## config.mk

```make
export PLATFORM = sky130hd
export DESIGN_NAME = json_string_unescape
export DESIGN_NICKNAME = d
export VERILOG_FILES = /design/src/rtl/jsu_pkg.sv /design/src/rtl/jsu_in_reg.sv /design/src/rtl/jsu_decode.sv /design/src/rtl/jsu_out_buf.sv /design/src/rtl/json_string_unescape.sv
export SDC_FILE = /design/constraint.sdc
export NUM_CORES = 1
export LEC_CHECK = 0
export BUFFER_PORTS_ARGS = -buffer_cell sky130_fd_sc_hd__buf_2
export CAP_MARGIN = 5
export CORE_MARGIN = 3
export CORE_UTILIZATION = 59
export DETAILED_ROUTE_END_ITERATION = 8
export PLACE_DENSITY = 0.79
export SYNTH_ARGS = -nofsm -noshare
export SYNTH_HDL_FRONTEND = slang
export SYNTH_SLANG_ARGS = --single-unit
```

## constraint.sdc

```tcl
create_clock -name i_clk -period 4.9 [get_ports i_clk]
set_clock_uncertainty 0.1 [all_clocks]
set_input_delay 0 -clock i_clk [delete_from_list [all_inputs] [get_ports i_clk]]
set_output_delay 0 -clock i_clk [all_outputs]
set_load 0.05 [all_outputs]
```

## src/rtl/jsu_pkg.sv

```systemverilog
// ----------------------------------------------------------------------------
// JSON string unescape package
// Shared types, codes and a helper function for the string unescape block.
// ----------------------------------------------------------------------------
package jsu_pkg;

    localparam int unsigned ByteW = 8;

    // Decoder modes.
    localparam logic [1:0] MODE_IDLE   = 2'd0;
    localparam logic [1:0] MODE_STRING = 2'd1;
    localparam logic [1:0] MODE_ESCAPE = 2'd2;
    localparam logic [1:0] MODE_HEX    = 2'd3;

    // Result kinds.
    localparam logic [1:0] KIND_BYTE  = 2'd0;
    localparam logic [1:0] KIND_DONE  = 2'd1;
    localparam logic [1:0] KIND_ERROR = 2'd2;

    // Error codes.
    localparam logic [2:0] ERR_NO_QUOTE    = 3'd0;
    localparam logic [2:0] ERR_UNTERM_ESC  = 3'd1;
    localparam logic [2:0] ERR_BAD_ESC     = 3'd2;
    localparam logic [2:0] ERR_SHORT_UNI   = 3'd3;
    localparam logic [2:0] ERR_BAD_HEX     = 3'd4;
    localparam logic [2:0] ERR_UNTERM_STR  = 3'd5;

    // Characters of interest.
    localparam logic [7:0] CH_QUOTE  = 8'h22;
    localparam logic [7:0] CH_BSLASH = 8'h5C;
    localparam logic [7:0] CH_SLASH  = 8'h2F;
    localparam logic [7:0] CH_B      = 8'h62;
    localparam logic [7:0] CH_F      = 8'h66;
    localparam logic [7:0] CH_N      = 8'h6E;
    localparam logic [7:0] CH_R      = 8'h72;
    localparam logic [7:0] CH_T      = 8'h74;
    localparam logic [7:0] CH_U      = 8'h75;

    // UTF-8 encoding constants.
    localparam logic [15:0] UTF_MAX1  = 16'h007F;
    localparam logic [15:0] UTF_MAX2  = 16'h07FF;
    localparam logic [7:0]  UTF_LEAD2 = 8'hC0;
    localparam logic [7:0]  UTF_LEAD3 = 8'hE0;
    localparam logic [7:0]  UTF_CONT  = 8'h80;
    localparam logic [5:0]  UTF_MASK  = 6'h3F;

    typedef struct packed {
        logic             eot;
        logic [ByteW-1:0] text;
    } t_item;

    // A group of up to three results caused by one input item.
    typedef struct packed {
        logic [1:0]                cnt;
        logic [1:0]                kind;
        logic [2:0]                err;
        logic [2:0][ByteW-1:0]     bytes;
    } t_group;

    // Returns {valid, value} for one ASCII hex digit.
    function automatic logic [4:0] hex_digit(input logic [7:0] c);
        logic [4:0] r;
        r = 5'd0;
        if (c >= 8'h30 && c <= 8'h39) begin
            r = {1'b1, c[3:0]};
        end else if ((c >= 8'h61 && c <= 8'h66) || (c >= 8'h41 && c <= 8'h46)) begin
            r = {1'b1, c[3:0] + 4'd9};
        end
        return r;
    endfunction

endpackage

```

## src/rtl/jsu_in_reg.sv

```systemverilog
// ----------------------------------------------------------------------------
// Input register
// Holds one accepted request until the decoder consumes it.
// ----------------------------------------------------------------------------
module jsu_in_reg (
    input  logic          i_clk,
    input  logic          i_rst_n,
    input  logic          i_valid,
    output logic          o_ready,
    input  jsu_pkg::t_item i_item,
    input  logic          i_take,
    output logic          o_valid,
    output jsu_pkg::t_item o_item
);
    import jsu_pkg::*;

    logic  r_valid;
    logic  n_valid;
    t_item r_item;

    assign o_ready = !r_valid || i_take;
    assign o_valid = r_valid;
    assign o_item  = r_item;

    always_comb begin
        n_valid = r_valid;
        if (o_ready) begin
            n_valid = i_valid;
        end
    end

    always_ff @(posedge i_clk) begin
        if (!i_rst_n) begin
            r_valid <= 1'b0;
        end else begin
            r_valid <= n_valid;
        end
    end

    always_ff @(posedge i_clk) begin
        if (o_ready && i_valid) begin
            r_item <= i_item;
        end
    end

endmodule

```

## src/rtl/jsu_decode.sv

```systemverilog
// ----------------------------------------------------------------------------
// Escape decoder
// Holds the string state and turns one byte into a group of results.
// ----------------------------------------------------------------------------
module jsu_decode (
    input  logic            i_clk,
    input  logic            i_rst_n,
    input  logic            i_step,
    input  jsu_pkg::t_item  i_item,
    output jsu_pkg::t_group o_group
);
    import jsu_pkg::*;

    logic [1:0]  r_mode;
    logic [1:0]  n_mode;
    logic [1:0]  r_hex_cnt;
    logic [1:0]  n_hex_cnt;
    logic [15:0] r_cp;
    logic [15:0] n_cp;
    logic [4:0]  hex;
    logic [15:0] cp_full;
    t_group      grp;

    assign hex     = hex_digit(i_item.text);
    assign cp_full = {r_cp[11:0], hex[3:0]};

    always_comb begin
        n_mode    = r_mode;
        n_hex_cnt = r_hex_cnt;
        n_cp      = r_cp;
        grp       = '0;
        case (r_mode)
            MODE_IDLE: begin
                if (i_item.eot || i_item.text != CH_QUOTE) begin
                    grp.cnt  = 2'd1;
                    grp.kind = KIND_ERROR;
                    grp.err  = ERR_NO_QUOTE;
                end else begin
                    n_mode = MODE_STRING;
                end
            end
            MODE_STRING: begin
                if (i_item.eot) begin
                    grp.cnt  = 2'd1;
                    grp.kind = KIND_ERROR;
                    grp.err  = ERR_UNTERM_STR;
                    n_mode   = MODE_IDLE;
                end else if (i_item.text == CH_QUOTE) begin
                    grp.cnt  = 2'd1;
                    grp.kind = KIND_DONE;
                    n_mode   = MODE_IDLE;
                end else if (i_item.text == CH_BSLASH) begin
                    n_mode = MODE_ESCAPE;
                end else begin
                    grp.cnt      = 2'd1;
                    grp.kind     = KIND_BYTE;
                    grp.bytes[0] = i_item.text;
                end
            end
            MODE_ESCAPE: begin
                grp.cnt  = 2'd1;
                grp.kind = KIND_BYTE;
                n_mode   = MODE_STRING;
                if (i_item.eot) begin
                    grp.kind = KIND_ERROR;
                    grp.err  = ERR_UNTERM_ESC;
                    n_mode   = MODE_IDLE;
                end else begin
                    case (i_item.text)
                        CH_QUOTE:  grp.bytes[0] = 8'h22;
                        CH_BSLASH: grp.bytes[0] = 8'h5C;
                        CH_SLASH:  grp.bytes[0] = 8'h2F;
                        CH_B:      grp.bytes[0] = 8'h08;
                        CH_F:      grp.bytes[0] = 8'h0C;
                        CH_N:      grp.bytes[0] = 8'h0A;
                        CH_R:      grp.bytes[0] = 8'h0D;
                        CH_T:      grp.bytes[0] = 8'h09;
                        CH_U: begin
                            grp.cnt   = 2'd0;
                            n_mode    = MODE_HEX;
                            n_hex_cnt = 2'd0;
                            n_cp      = 16'd0;
                        end
                        default: begin
                            grp.kind = KIND_ERROR;
                            grp.err  = ERR_BAD_ESC;
                            n_mode   = MODE_IDLE;
                        end
                    endcase
                end
            end
            default: begin
                if (i_item.eot || !hex[4]) begin
                    grp.cnt   = 2'd1;
                    grp.kind  = KIND_ERROR;
                    grp.err   = i_item.eot ? ERR_SHORT_UNI : ERR_BAD_HEX;
                    n_mode    = MODE_IDLE;
                    n_hex_cnt = 2'd0;
                    n_cp      = 16'd0;
                end else if (r_hex_cnt != 2'd3) begin
                    n_cp      = cp_full;
                    n_hex_cnt = r_hex_cnt + 2'd1;
                end else begin
                    grp.kind  = KIND_BYTE;
                    n_mode    = MODE_STRING;
                    n_hex_cnt = 2'd0;
                    n_cp      = 16'd0;
                    if (cp_full <= UTF_MAX1) begin
                        grp.cnt      = 2'd1;
                        grp.bytes[0] = cp_full[7:0];
                    end else if (cp_full <= UTF_MAX2) begin
                        grp.cnt      = 2'd2;
                        grp.bytes[0] = UTF_LEAD2 | {3'd0, cp_full[10:6]};
                        grp.bytes[1] = UTF_CONT | {2'd0, cp_full[5:0] & UTF_MASK};
                    end else begin
                        grp.cnt      = 2'd3;
                        grp.bytes[0] = UTF_LEAD3 | {4'd0, cp_full[15:12]};
                        grp.bytes[1] = UTF_CONT | {2'd0, cp_full[11:6] & UTF_MASK};
                        grp.bytes[2] = UTF_CONT | {2'd0, cp_full[5:0] & UTF_MASK};
                    end
                end
            end
        endcase
    end

    assign o_group = grp;

    always_ff @(posedge i_clk) begin
        if (!i_rst_n) begin
            r_mode    <= MODE_IDLE;
            r_hex_cnt <= 2'd0;
            r_cp      <= 16'd0;
        end else if (i_step) begin
            r_mode    <= n_mode;
            r_hex_cnt <= n_hex_cnt;
            r_cp      <= n_cp;
        end
    end

endmodule

```

## src/rtl/jsu_out_buf.sv

```systemverilog
// ----------------------------------------------------------------------------
// Result buffer
// Registers one result group and hands its results out one at a time.
// ----------------------------------------------------------------------------
module jsu_out_buf (
    input  logic            i_clk,
    input  logic            i_rst_n,
    input  logic            i_load,
    input  jsu_pkg::t_group i_group,
    output logic            o_free,
    output logic            o_valid,
    input  logic            i_ready,
    output logic [1:0]      o_kind,
    output logic [7:0]      o_data,
    output logic [2:0]      o_err,
    output logic            o_last
);
    import jsu_pkg::*;

    logic   r_valid;
    logic   n_valid;
    logic [1:0] r_idx;
    logic [1:0] n_idx;
    t_group r_grp;
    logic   take;
    logic   last_beat;

    assign take      = r_valid && i_ready;
    assign last_beat = r_idx == (r_grp.cnt - 2'd1);
    assign o_free    = !r_valid || (take && last_beat);

    assign o_valid = r_valid;
    assign o_kind  = r_grp.kind;
    assign o_err   = r_grp.err;
    assign o_last  = last_beat;

    always_comb begin
        case (r_idx)
            2'd1:    o_data = r_grp.bytes[1];
            2'd2:    o_data = r_grp.bytes[2];
            default: o_data = r_grp.bytes[0];
        endcase
    end

    always_comb begin
        n_valid = r_valid;
        n_idx   = r_idx;
        if (i_load) begin
            n_valid = 1'b1;
            n_idx   = 2'd0;
        end else if (take) begin
            if (last_beat) begin
                n_valid = 1'b0;
                n_idx   = 2'd0;
            end else begin
                n_idx = r_idx + 2'd1;
            end
        end
    end

    always_ff @(posedge i_clk) begin
        if (!i_rst_n) begin
            r_valid <= 1'b0;
            r_idx   <= 2'd0;
        end else begin
            r_valid <= n_valid;
            r_idx   <= n_idx;
        end
    end

    always_ff @(posedge i_clk) begin
        if (i_load) begin
            r_grp <= i_group;
        end
    end

endmodule

```

## src/rtl/json_string_unescape.sv

```systemverilog
// A request waits in the input register until the result buffer is free to register
// its results. Throughput: one request per cycle while each causes at most one result
// and the receiver is ready; a request that causes two or three bytes holds the single
// result register until all are taken, and one without results does not load it.
// Reset: synchronous, active low; it returns the decoder to awaiting the opening
// quote and empties the input and result registers.
// ----------------------------------------------------------------------------
// JSON string unescape
// Decodes the escapes of one JSON string literal into plain and UTF-8 bytes.
// ----------------------------------------------------------------------------
module json_string_unescape (
    input  logic        i_clk,
    input  logic        i_rst_n,
    input  logic        s_axis_tvalid,
    output logic        s_axis_tready,
    input  logic [7:0]  s_axis_tdata,   // [7:0] text_byte
    input  logic        s_axis_tuser,   // [0] end_of_text
    output logic        m_axis_tvalid,
    input  logic        m_axis_tready,
    output logic [15:0] m_axis_tdata,   // [7:0] data_byte, [10:8] error_code, rest zero
    output logic [1:0]  m_axis_tuser,   // [1:0] kind
    output logic        m_axis_tlast
);
    import jsu_pkg::*;

    t_item  in_item;
    t_item  held_item;
    t_group grp;
    logic   held_valid;
    logic   out_free;
    logic   step;
    logic [7:0] out_data;
    logic [2:0] out_err;

    assign in_item.eot  = s_axis_tuser;
    assign in_item.text = s_axis_tdata;

    // The decoder moves on only when the result buffer can take its group.
    assign step = held_valid && out_free;

    jsu_in_reg u_in_reg (
        .i_clk   (i_clk),
        .i_rst_n (i_rst_n),
        .i_valid (s_axis_tvalid),
        .o_ready (s_axis_tready),
        .i_item  (in_item),
        .i_take  (step),
        .o_valid (held_valid),
        .o_item  (held_item)
    );

    jsu_decode u_decode (
        .i_clk   (i_clk),
        .i_rst_n (i_rst_n),
        .i_step  (step),
        .i_item  (held_item),
        .o_group (grp)
    );

    jsu_out_buf u_out_buf (
        .i_clk   (i_clk),
        .i_rst_n (i_rst_n),
        .i_load  (step && (grp.cnt != 2'd0)),
        .i_group (grp),
        .o_free  (out_free),
        .o_valid (m_axis_tvalid),
        .i_ready (m_axis_tready),
        .o_kind  (m_axis_tuser),
        .o_data  (out_data),
        .o_err   (out_err),
        .o_last  (m_axis_tlast)
    );

    assign m_axis_tdata = {5'd0, out_err, out_data};

endmodule

```

==> results of run 1 <==
==> critical path: stages (launching register included) <==
cell and delay [ns]:
edfxtp_1 0.58, inv_1 0.12, ha_1 0.25, nor3b_2 0.31
a311oi_4 0.13, o21a_1 0.31, a2111o_2 0.50, a21oi_2 0.16
buf_4 0.34
==> flip-flops by register name, summed over array words and instances (netlist names) <==
name	flops
u_out_buf.o_valid	1
u_decode.r_cp	12
u_in_reg.o_valid	1
u_decode.r_hex_cnt	2
u_out_buf.r_idx	2
u_out_buf.o_kind	2
u_decode.r_mode	2
u_out_buf.o_err	3
u_in_reg.o_item	9
u_out_buf.r_grp	24
==> cells by family (layout without fill, tap and decap cells) <==
kind of cell | count (synthesis) | in the layout | synth area share
flops | 58 | 58 | 0.474
mux | 4 | 4 | 0.0123
other cells | 1 | 5 | 0.00115
compound gates | 96 | 96 | 0.218
fa+ha+maj | 7 | 7 | 0.0269
xor+xnor | 1 | 1 | 0.00269
simple gates | 118 | 118 | 0.201
buf+inv | 41 | 75 | 0.0634
==> report_power, final <==
group	switching (uW)	internal, uW	total [uW]	leakage [uW]
combinational	70.9	31.9	103	0.000739
clock	207	342	549	0.000124
sequential	17.5	539	557	0.000524
total	295	913	1210	0.00139
==> final timing paths <==
path | start | endpoint | slack, ns | cells past startpoint
max | u_in_reg.o_item[1] | u_out_buf.o_kind[0] | 1.76 | 8
min | s_axis_tdata[5] | u_in_reg.o_item[5] | 0.26 | 2
max reg2reg | u_in_reg.o_item[1] | u_out_buf.o_kind[0] | 1.76 | 8
min reg2reg | u_decode.r_hex_cnt[0] | u_decode.r_hex_cnt[0] | 0.38 | 2
==> cells in the mapped netlist (9+ instances only) <==
cell,n,area [um^2]
nand2_1,22,82.6
o21ai_0,16,80.1
a21oi_1,17,85.1
buf_4,11,82.6
inv_1,13,48.8
a22o_1,10,87.6
a22oi_1,9,67.6
clkbuf_1,10,37.5
nor2_1,33,124
edfxtp_1,38,1140
dfxtp_1,20,400
==> through the flow <==
stage,hold slack [ns],util
after global placement,0.0762,0.647
final,0.265,0.720
after detailed placement,0.0784,0.647
after CTS,0.250,0.720
after global routing,0.258,0.720
after floorplan,-0.00113,-
==> layout by cell type, fill, tap and decap left out, types with 3 or more instances in the layout <==
cell type / count
nor4_1: 4
and2_1: 6
nand3b_1: 3
clkbuf_8: 9
nor3b_1: 3
bufinv_16: 3
nor3_1: 7
nor2_1: 33
a21oi_1: 16
dfxtp_1: 20
conb_1: 5
dlygate4sd3_1: 13
nand2_1: 22
nand3_1: 4
o21ai_1: 5
buf_2: 28
a22oi_1: 9
nor2b_1: 5
o21ai_0: 16
o22ai_1: 4
nand4b_1: 4
inv_1: 13
edfxtp_1: 38
inv_2: 3
o2bb2ai_1: 3
clkinv_4: 3
nand2b_1: 7
ha_1: 7
a22o_1: 10
a211oi_2: 4
mux2i_1: 4
==> layer usage <==
layer  part of all wire  up-vias  global-route usage
met5                  0        -                   0
met4              0.024        0               0.105
met3              0.050       15              0.0639
met2               0.48       77               0.395
met1               0.44     1254               0.333
li1                   -     1276                   -
==> final cells by class <==
cell class | instances | area [um^2]
Multi-Input combinational cell | 231 | 1530
Clock buffer | 9 | 124
Tap cell | 70 | 87.6
Timing Repair Buffer | 43 | 285
Clock inverter | 7 | 125
Sequential cell | 58 | 1540
Inverter | 16 | 60.1
Fill cell | 403 | 1460
==> timing repair <==
| item | CTS | global route |
|---|---|---|
| hold buffers | 13 | 0 |
| setup buffers | 0 | 0 |
| endpoints found under the setup margin | 0 | 0 |
| endpoints found under the hold margin | 18 | 0 |
==> impl_metrics.ini, run 1 <==
[sta]
min_period_ns = 3.14
tightest_slew_ns = 0.917
setup_slack_ns = 1.76
timing.fmax_mhz = 319
setup_tns_ns = 0
finalHoldViolations = 0
post-route-period-util = 0.641
drv_slew = 0
slew_headroom = 0.387
rsz0062_at_grt = no
setup_violations = 0

[synth]
async_reset_ff_frac = 0
synth.distinct_cells = 71
synth_flop_cell = edfxtp_1
yosysSeqAreaShare = 0.474
synth_edf_count = 38
syn-mean-instance-area_um2 = 9.98
ys_seq_elements = 58
syn_inst = 326
yosysWarnings = 0
synthesis.area_um2 = 3250

[power_and_ir_drop]
finalPower_uw = 1210
powerDensity_nw_per_um2 = 322
leakagePower_uw = 0.00139
ir_drop_mv = 0.337

[finish]
area_growth_syn_to_layout_pct = 15.2
finish.instance_area_um2 = 3750
drive_gt1_frac = 0.176
layoutNonFillerInstCount = 434
nets = 379
n_antenna_cell = 0

[route]
drt_wl_total_um = 7490
wl_per_cell_um = 17.3
drtAntennaViolNets = 0
viasPerCell = 6.04
drtIter0Drc = 194
dr.pass1.iters = 4
drc = 0
vias = 2622

[placed_design]
postPlaceCellArea_um2 = 3370
dp.cells = 405
place.gp.congestion = 0.926
dp_hpwl_um = 5220
preCtsSetupSlack_ns = 1.80
io_buffers = 28

[die]
fp.dieW_um = 80.3
die_h_um = 80.3
dieArea_um2 = 6440
core_um2 = 5200
start_util = 0.625
pin_count = 34
rows = 26

[grt]
gr-usage-all-layers = 0.252
grt_pass1_wl_um = 12200
grt_max_degree = 30
grt_antenna_before_repair = 0
grt_pass1_vias = 2527
grt_remaining_overflow = 0

[worst_setup_path]
cp_data_required_time_ns = 4.80
critPathLaunchType = register
worstSetupEndpointType = register
worstPathMaxFanout = 29
worst-setup-path-type = reg -> reg
critical_path_arrival_ns = 3.04

[clocking]
clockBufferDepth = 2
cts-resized-gates = 0
htree_levels = 3
clk_latency_ns = 0.34
cts_tree = yes
cts.sinks = 58
cts_buffers = 9
root_buffer = clkbuf_8
clk_pin_slew_ns = 0.07

[outcome]
status = finished clean

[worst_hold_path]
hold_class = in -> reg

[flow_run]
drv_cap = 0
Power figures use the tool's default switching activity.
==> inputs of run 2 (changes only) <==
Settings changed: CORE_UTILIZATION 59 to 53, PLACE_DENSITY 0.79 to 0.75.
Clock period 4.9 ns to 2.65 ns, I/O delays scaled along.
==> impl_metrics.ini, run 2 (synthesized netlist as in run 1, its figures left out) <==
[outcome]
status = finished clean

[clocking]
htree_levels = 3
clk_pin_slew_ns = 0.07
clockBufferDepth = 2
cts_tree = yes
root_buffer = clkbuf_8
cts.sinks = 58
clk_latency_ns = 0.34
cts_buffers = 9

[worst_hold_path]
min_to = u_out_buf.o_valid
hold_class = in -> reg
hp-start = m_axis_tready
hold_path_depth = 4

[sta]
slew_headroom = 0.548
tightest_slew_ns = 0.672
rsz0062_at_grt = no
timing.fmax_mhz = 393
drv_slew = 0
setup_slack_ns = 0.106
finalHoldViolations = 0
setup_tns_ns = 0
hold_slack_ns = 0.0191
post-route-period-util = 0.960
setup_violations = 0
min_period_ns = 2.54

[grt]
grt_pass1_vias = 2623
grt_max_degree = 24
grt_remaining_overflow = 0
busiest_layer = met2
globalRouteMet3Util = 0.0422
grt_use_met1 = 0.302
grt_pass1_wl_um = 12900
grt_antenna_before_repair = 0
use_met2 = 0.370
gr-usage-all-layers = 0.228

[placed_design]
place.gp.congestion = 0.960
preCtsSetupSlack_ns = 0.106
dp_hpwl_um = 5490
io_buffers = 28
dp.cells = 427

[worst_setup_path]
critical_path_arrival_ns = 2.49
worstSetupEndpointType = register
worstPathMaxFanout = 23
cp_data_required_time_ns = 2.60
reg2reg_to = u_out_buf.r_grp[2]
rr_startpoint = u_in_reg.o_item[0]
critPathLaunchType = register
slowest_delay_ns = 0.51
crit_slowest_cell = a2111o_2
r2r_cells = 8
cp_cell_sequence = inv_4 > ha_4 > nor3b_4 > a311oi_4 > o21a_1 > a2111o_2 > a21oi_4 > buf_12
rrSetupSlack_ns = 0.11
worst-setup-path-type = reg -> reg

[finish]
layout_common_cells = 38 x edfxtp_1, 33 x nor2_1, 28 x buf_2
area_growth_syn_to_layout_pct = 21.6
n_antenna_cell = 0
top_register = u_out_buf.r_grp
final_util = 0.693
nets = 399
largest_reg_flops = 24
layoutNonFillerInstCount = 456
final_common_cell = edfxtp_1
drive_gt1_frac = 0.240

[flow_run]
drv_cap = 0

[die]
start_util = 0.570
fp.dieW_um = 84.4
pin_count = 34
rows = 27
die_h_um = 84.4
dieArea_um2 = 7120
core_um2 = 5710

[power_and_ir_drop]
powerDensity_nw_per_um2 = 568
ir_drop_mv = 0.344
p_seq_frac = 0.451
p_sw_uw = 543
pwr-share-comb = 0.106
leakagePower_uw = 0.00148
power.internal_uw = 1700
p_clk_frac = 0.443
power_switching_share = 0.242

[route]
drtIter0Drc = 308
drc = 0
wl_per_cell_um = 17.2
vias = 2802
drtAntennaViolNets = 0
dr.pass1.iters = 5
drt_wl_total_um = 7840
viasPerCell = 6.14
## run 2: cell count changes in the layout (fill, tap and decap cells not counted), moves of 2 or more
cell / change
buf_4: +21
clkinv_4: -3
clkinv_2: +2
dlygate4sd3_1: -2
ha_1: -2
ha_4: +2
inv_1: -2
## run 2: worst max-delay path by stage
| stage | from | endpoint | slack, ns | cells after the start |
|---|---|---|---|---|
| floorplan | u_in_reg.o_item[0] | u_out_buf.o_err[0] | -0.32 | 8 |
| detailed placement | u_in_reg.o_item[0] | u_out_buf.r_grp[20] | 0.11 | 8 |
| finish | u_in_reg.o_item[0] | u_out_buf.r_grp[2] | 0.11 | 8 |
| global placement | u_in_reg.o_item[0] | u_out_buf.r_grp[20] | 0.18 | 8 |
| CTS | u_in_reg.o_item[0] | u_out_buf.r_grp[30] | 0.08 | 8 |
| global route | u_in_reg.o_item[0] | u_out_buf.r_grp[30] | 0.03 | 8 |
## run 2: area by class of cell
| type | instances | area (um^2) |
|---|---|---|
| well taps | 72 | 90.1 |
| multi-input cells | 231 | 1580 |
| fillers | 438 | 1750 |
| clock buffers | 9 | 124 |
| repair buffers | 63 | 443 |
| flip-flops and latches | 58 | 1540 |
| clock inverters | 7 | 116 |
| inverters | 16 | 62.6 |
## run 2: stage by stage
stage | power (uW) | cell area, um^2
4_1_cts | 2260 | 3940
3_3_place_gp | 1250 | 3590
6_report | 2250 | 3960
3_5_place_dp | 1260 | 3590
5_1_grt | 2330 | 3960
2_1_floorplan | 1200 | 3340
## run 2: routing by layer
layer / vias to the layer above / part of all wire
met4: 0 / 0.025
met3: 22 / 0.072
met1: 1320 / 0.42
met2: 144 / 0.48
li1: 1316 / -
met5: - / 0
## run 2: repair_timing
item                                   4_1_cts  5_1_grt
resized for setup                            0        0
setup buffers                                0        2
hold buffers                                11        0
setup endpoints to repair                    0       23
endpoints found under the hold margin       15        0
## run 2: critical path: cells and delay by family, from the launching register on
family / cells / cell delay, ns
flops: 1 / 0.48
compound gates: 4 / 0.98
simple gates: 1 / 0.24
fa+ha+maj: 1 / 0.14
buf+inv: 2 / 0.29
## run 2: power by group through the flow
stage	Sequential, uW	Clock [uW]	Combinational [uW]
floorplan	1040	0	164
global placement	1030	0	217
detailed placement	1030	0	221
CTS	1010	1010	235
global route	1020	1060	255
finish	1010	994	238
==> inputs of run 3 (changes only) <==
Settings changed: CORE_UTILIZATION 53 to 59, PLACE_DENSITY 0.75 to 0.79.
Clock period 2.65 ns to 2.75 ns, I/O delays scaled along.
==> impl_metrics.ini, run 3 (synthesized netlist as in run 1, its figures left out) <==
[finish]
finish.instance_area_um2 = 3910
largest_reg_flops = 24
layout_common_cells = 38 x edfxtp_1, 33 x nor2_1, 28 x buf_2
layoutNonFillerInstCount = 452
nets = 397
area_growth_syn_to_layout_pct = 20.1
multi_input_area_um2 = 1570
top_register = u_out_buf.r_grp
fillers = 380
n_antenna_cell = 0
drive_gt1_frac = 0.230
regArea_um2 = 1540
final_common_cell = edfxtp_1

[die]
fp.dieW_um = 80.3
start_util = 0.625
die_h_um = 80.3
rows = 26
core_um2 = 5200
dieArea_um2 = 6440
pin_count = 34

[power_and_ir_drop]
power.internal_uw = 1550
powerDensity_nw_per_um2 = 530
power_switching_share = 0.255
ir_drop_mv = 0.382
leakagePower_uw = 0.00146
pwr-share-comb = 0.109
p_clk_frac = 0.420
p_sw_uw = 528
finalPower_uw = 2070
p_seq_frac = 0.471

[outcome]
status = finished clean

[sta]
finalHoldViolations = 0
rsz0062_at_grt = no
timing.fmax_mhz = 384
tightest_slew_ns = 0.624
min_period_ns = 2.61
drv_slew = 0
post-route-period-util = 0.948
setup_violations = 0
slew_headroom = 0.581

[clocking]
cts_buffers = 9
clockBufferDepth = 2
root_buffer = clkbuf_8
cts_tree = yes
clk_pin_slew_ns = 0.07
cts-resized-gates = 0
htree_levels = 3
clk_latency_ns = 0.35
cts.sinks = 58

[route]
drtAntennaViolNets = 0
vias = 2722
dr_wl_met2_um = 3660
drc = 0
top_layer = met4
wl_met3_um = 410
viasPerCell = 6.02
met1Wirelength_um = 3410
drt_wl_total_um = 7560
drtIter0Drc = 266
dr.pass1.iters = 5
wl_per_cell_um = 16.7

[worst_setup_path]
worstSetupEndpointType = register
crit_slowest_cell = edfxtp_1
worstPathMaxFanout = 23
cp_data_required_time_ns = 2.70
critical_path_arrival_ns = 2.56
worst-setup-path-type = reg -> reg
cp_cell_sequence = inv_4 > ha_4 > nor3b_4 > a311oi_4 > o21a_1 > a2111o_2 > a21oi_4 > buf_12
critPathLaunchType = register
slowest_delay_ns = 0.54

[grt]
grt_max_degree = 24
grt_antenna_before_repair = 0
grt_remaining_overflow = 0
gr-usage-all-layers = 0.255
grt_pass1_wl_um = 12400
grt_pass1_vias = 2562

[flow_run]
drv_cap = 0

[placed_design]
place.gp.congestion = 0.923
postPlaceCellArea_um2 = 3560
dp_hpwl_um = 5260
io_buffers = 28
dp.cells = 422

[worst_hold_path]
hold_class = in -> reg
[run 3: cell count changes in the layout (fill, tap and decap cells not counted)]
cell / delta
dlygate4sd3_1: +1
clkinv_1: +1
buf_4: -3
clkinvlp_4: +1
mux2i_2: +1
mux2i_4: -1
clkinv_2: -1
bufinv_16: -1
[run 3: final cells by class]
| type | instances | share of cell area |
|---|---|---|
| Timing Repair Buffer | 61 | 0.110 |
| Multi-Input combinational cell | 231 | 0.402 |
| Clock inverter | 7 | 0.0237 |
| Clock buffer | 9 | 0.0317 |
| Sequential cell | 58 | 0.394 |
| Tap cell | 70 | 0.0224 |
| Inverter | 16 | 0.0160 |
[run 3: critical path, delay by kind of cell, from the launching register on]
family / cells / cell delay [ns]
AO/OA/AOI/OAI: 4 / 0.98
flip-flops: 1 / 0.54
buffers and inverters: 2 / 0.31
AND/OR/NAND/NOR: 1 / 0.24
adder cells (fa/ha/maj): 1 / 0.15
[run 3: worst paths after layout]
check        slack, ns  depth (start not counted)                     to             startpoint
max reg2reg       0.14                          8    u_out_buf.r_grp[18]     u_in_reg.o_item[0]
max               0.14                          8    u_out_buf.r_grp[18]     u_in_reg.o_item[0]
min               0.02                          4      u_out_buf.o_valid          m_axis_tready
min reg2reg       0.39                          2  u_decode.r_hex_cnt[0]  u_decode.r_hex_cnt[0]
[run 3: timing repair]
item | 4_1_cts | 5_1_grt
setup endpoints to repair | 0 | 29
setup buffers | 0 | 2
hold buffers | 12 | 0
hold endpoints to repair | 15 | 0
[run 3: metrics by stage]
stage	util	hold WS [ns]	setup TNS, ns	setup WS (ns)
global route	0.751	0.0837	0	0.0291
global placement	0.684	0.0768	0	0.188
CTS	0.748	0.00643	0	0.0737
floorplan	-	-0.00113	-6.30	-0.217
finish	0.751	0.0171	0	0.143
detailed placement	0.684	0.0783	0	0.123
[run 3: power by group through the flow]
stage | Combinational, uW | Clock, uW | Sequential [uW]
after detailed placement | 207 | 0 | 996
after CTS | 222 | 872 | 977
after floorplan | 156 | 0 | 998
final | 226 | 871 | 977
after global placement | 205 | 0 | 995
after global routing | 243 | 910 | 980
[run 3: metal layers]
metal,vias up,track usage
li1,1315,-
met1,1299,0.348
met2,94,0.408
met3,14,0.0437
met4,0,0.0878
met5,-,0
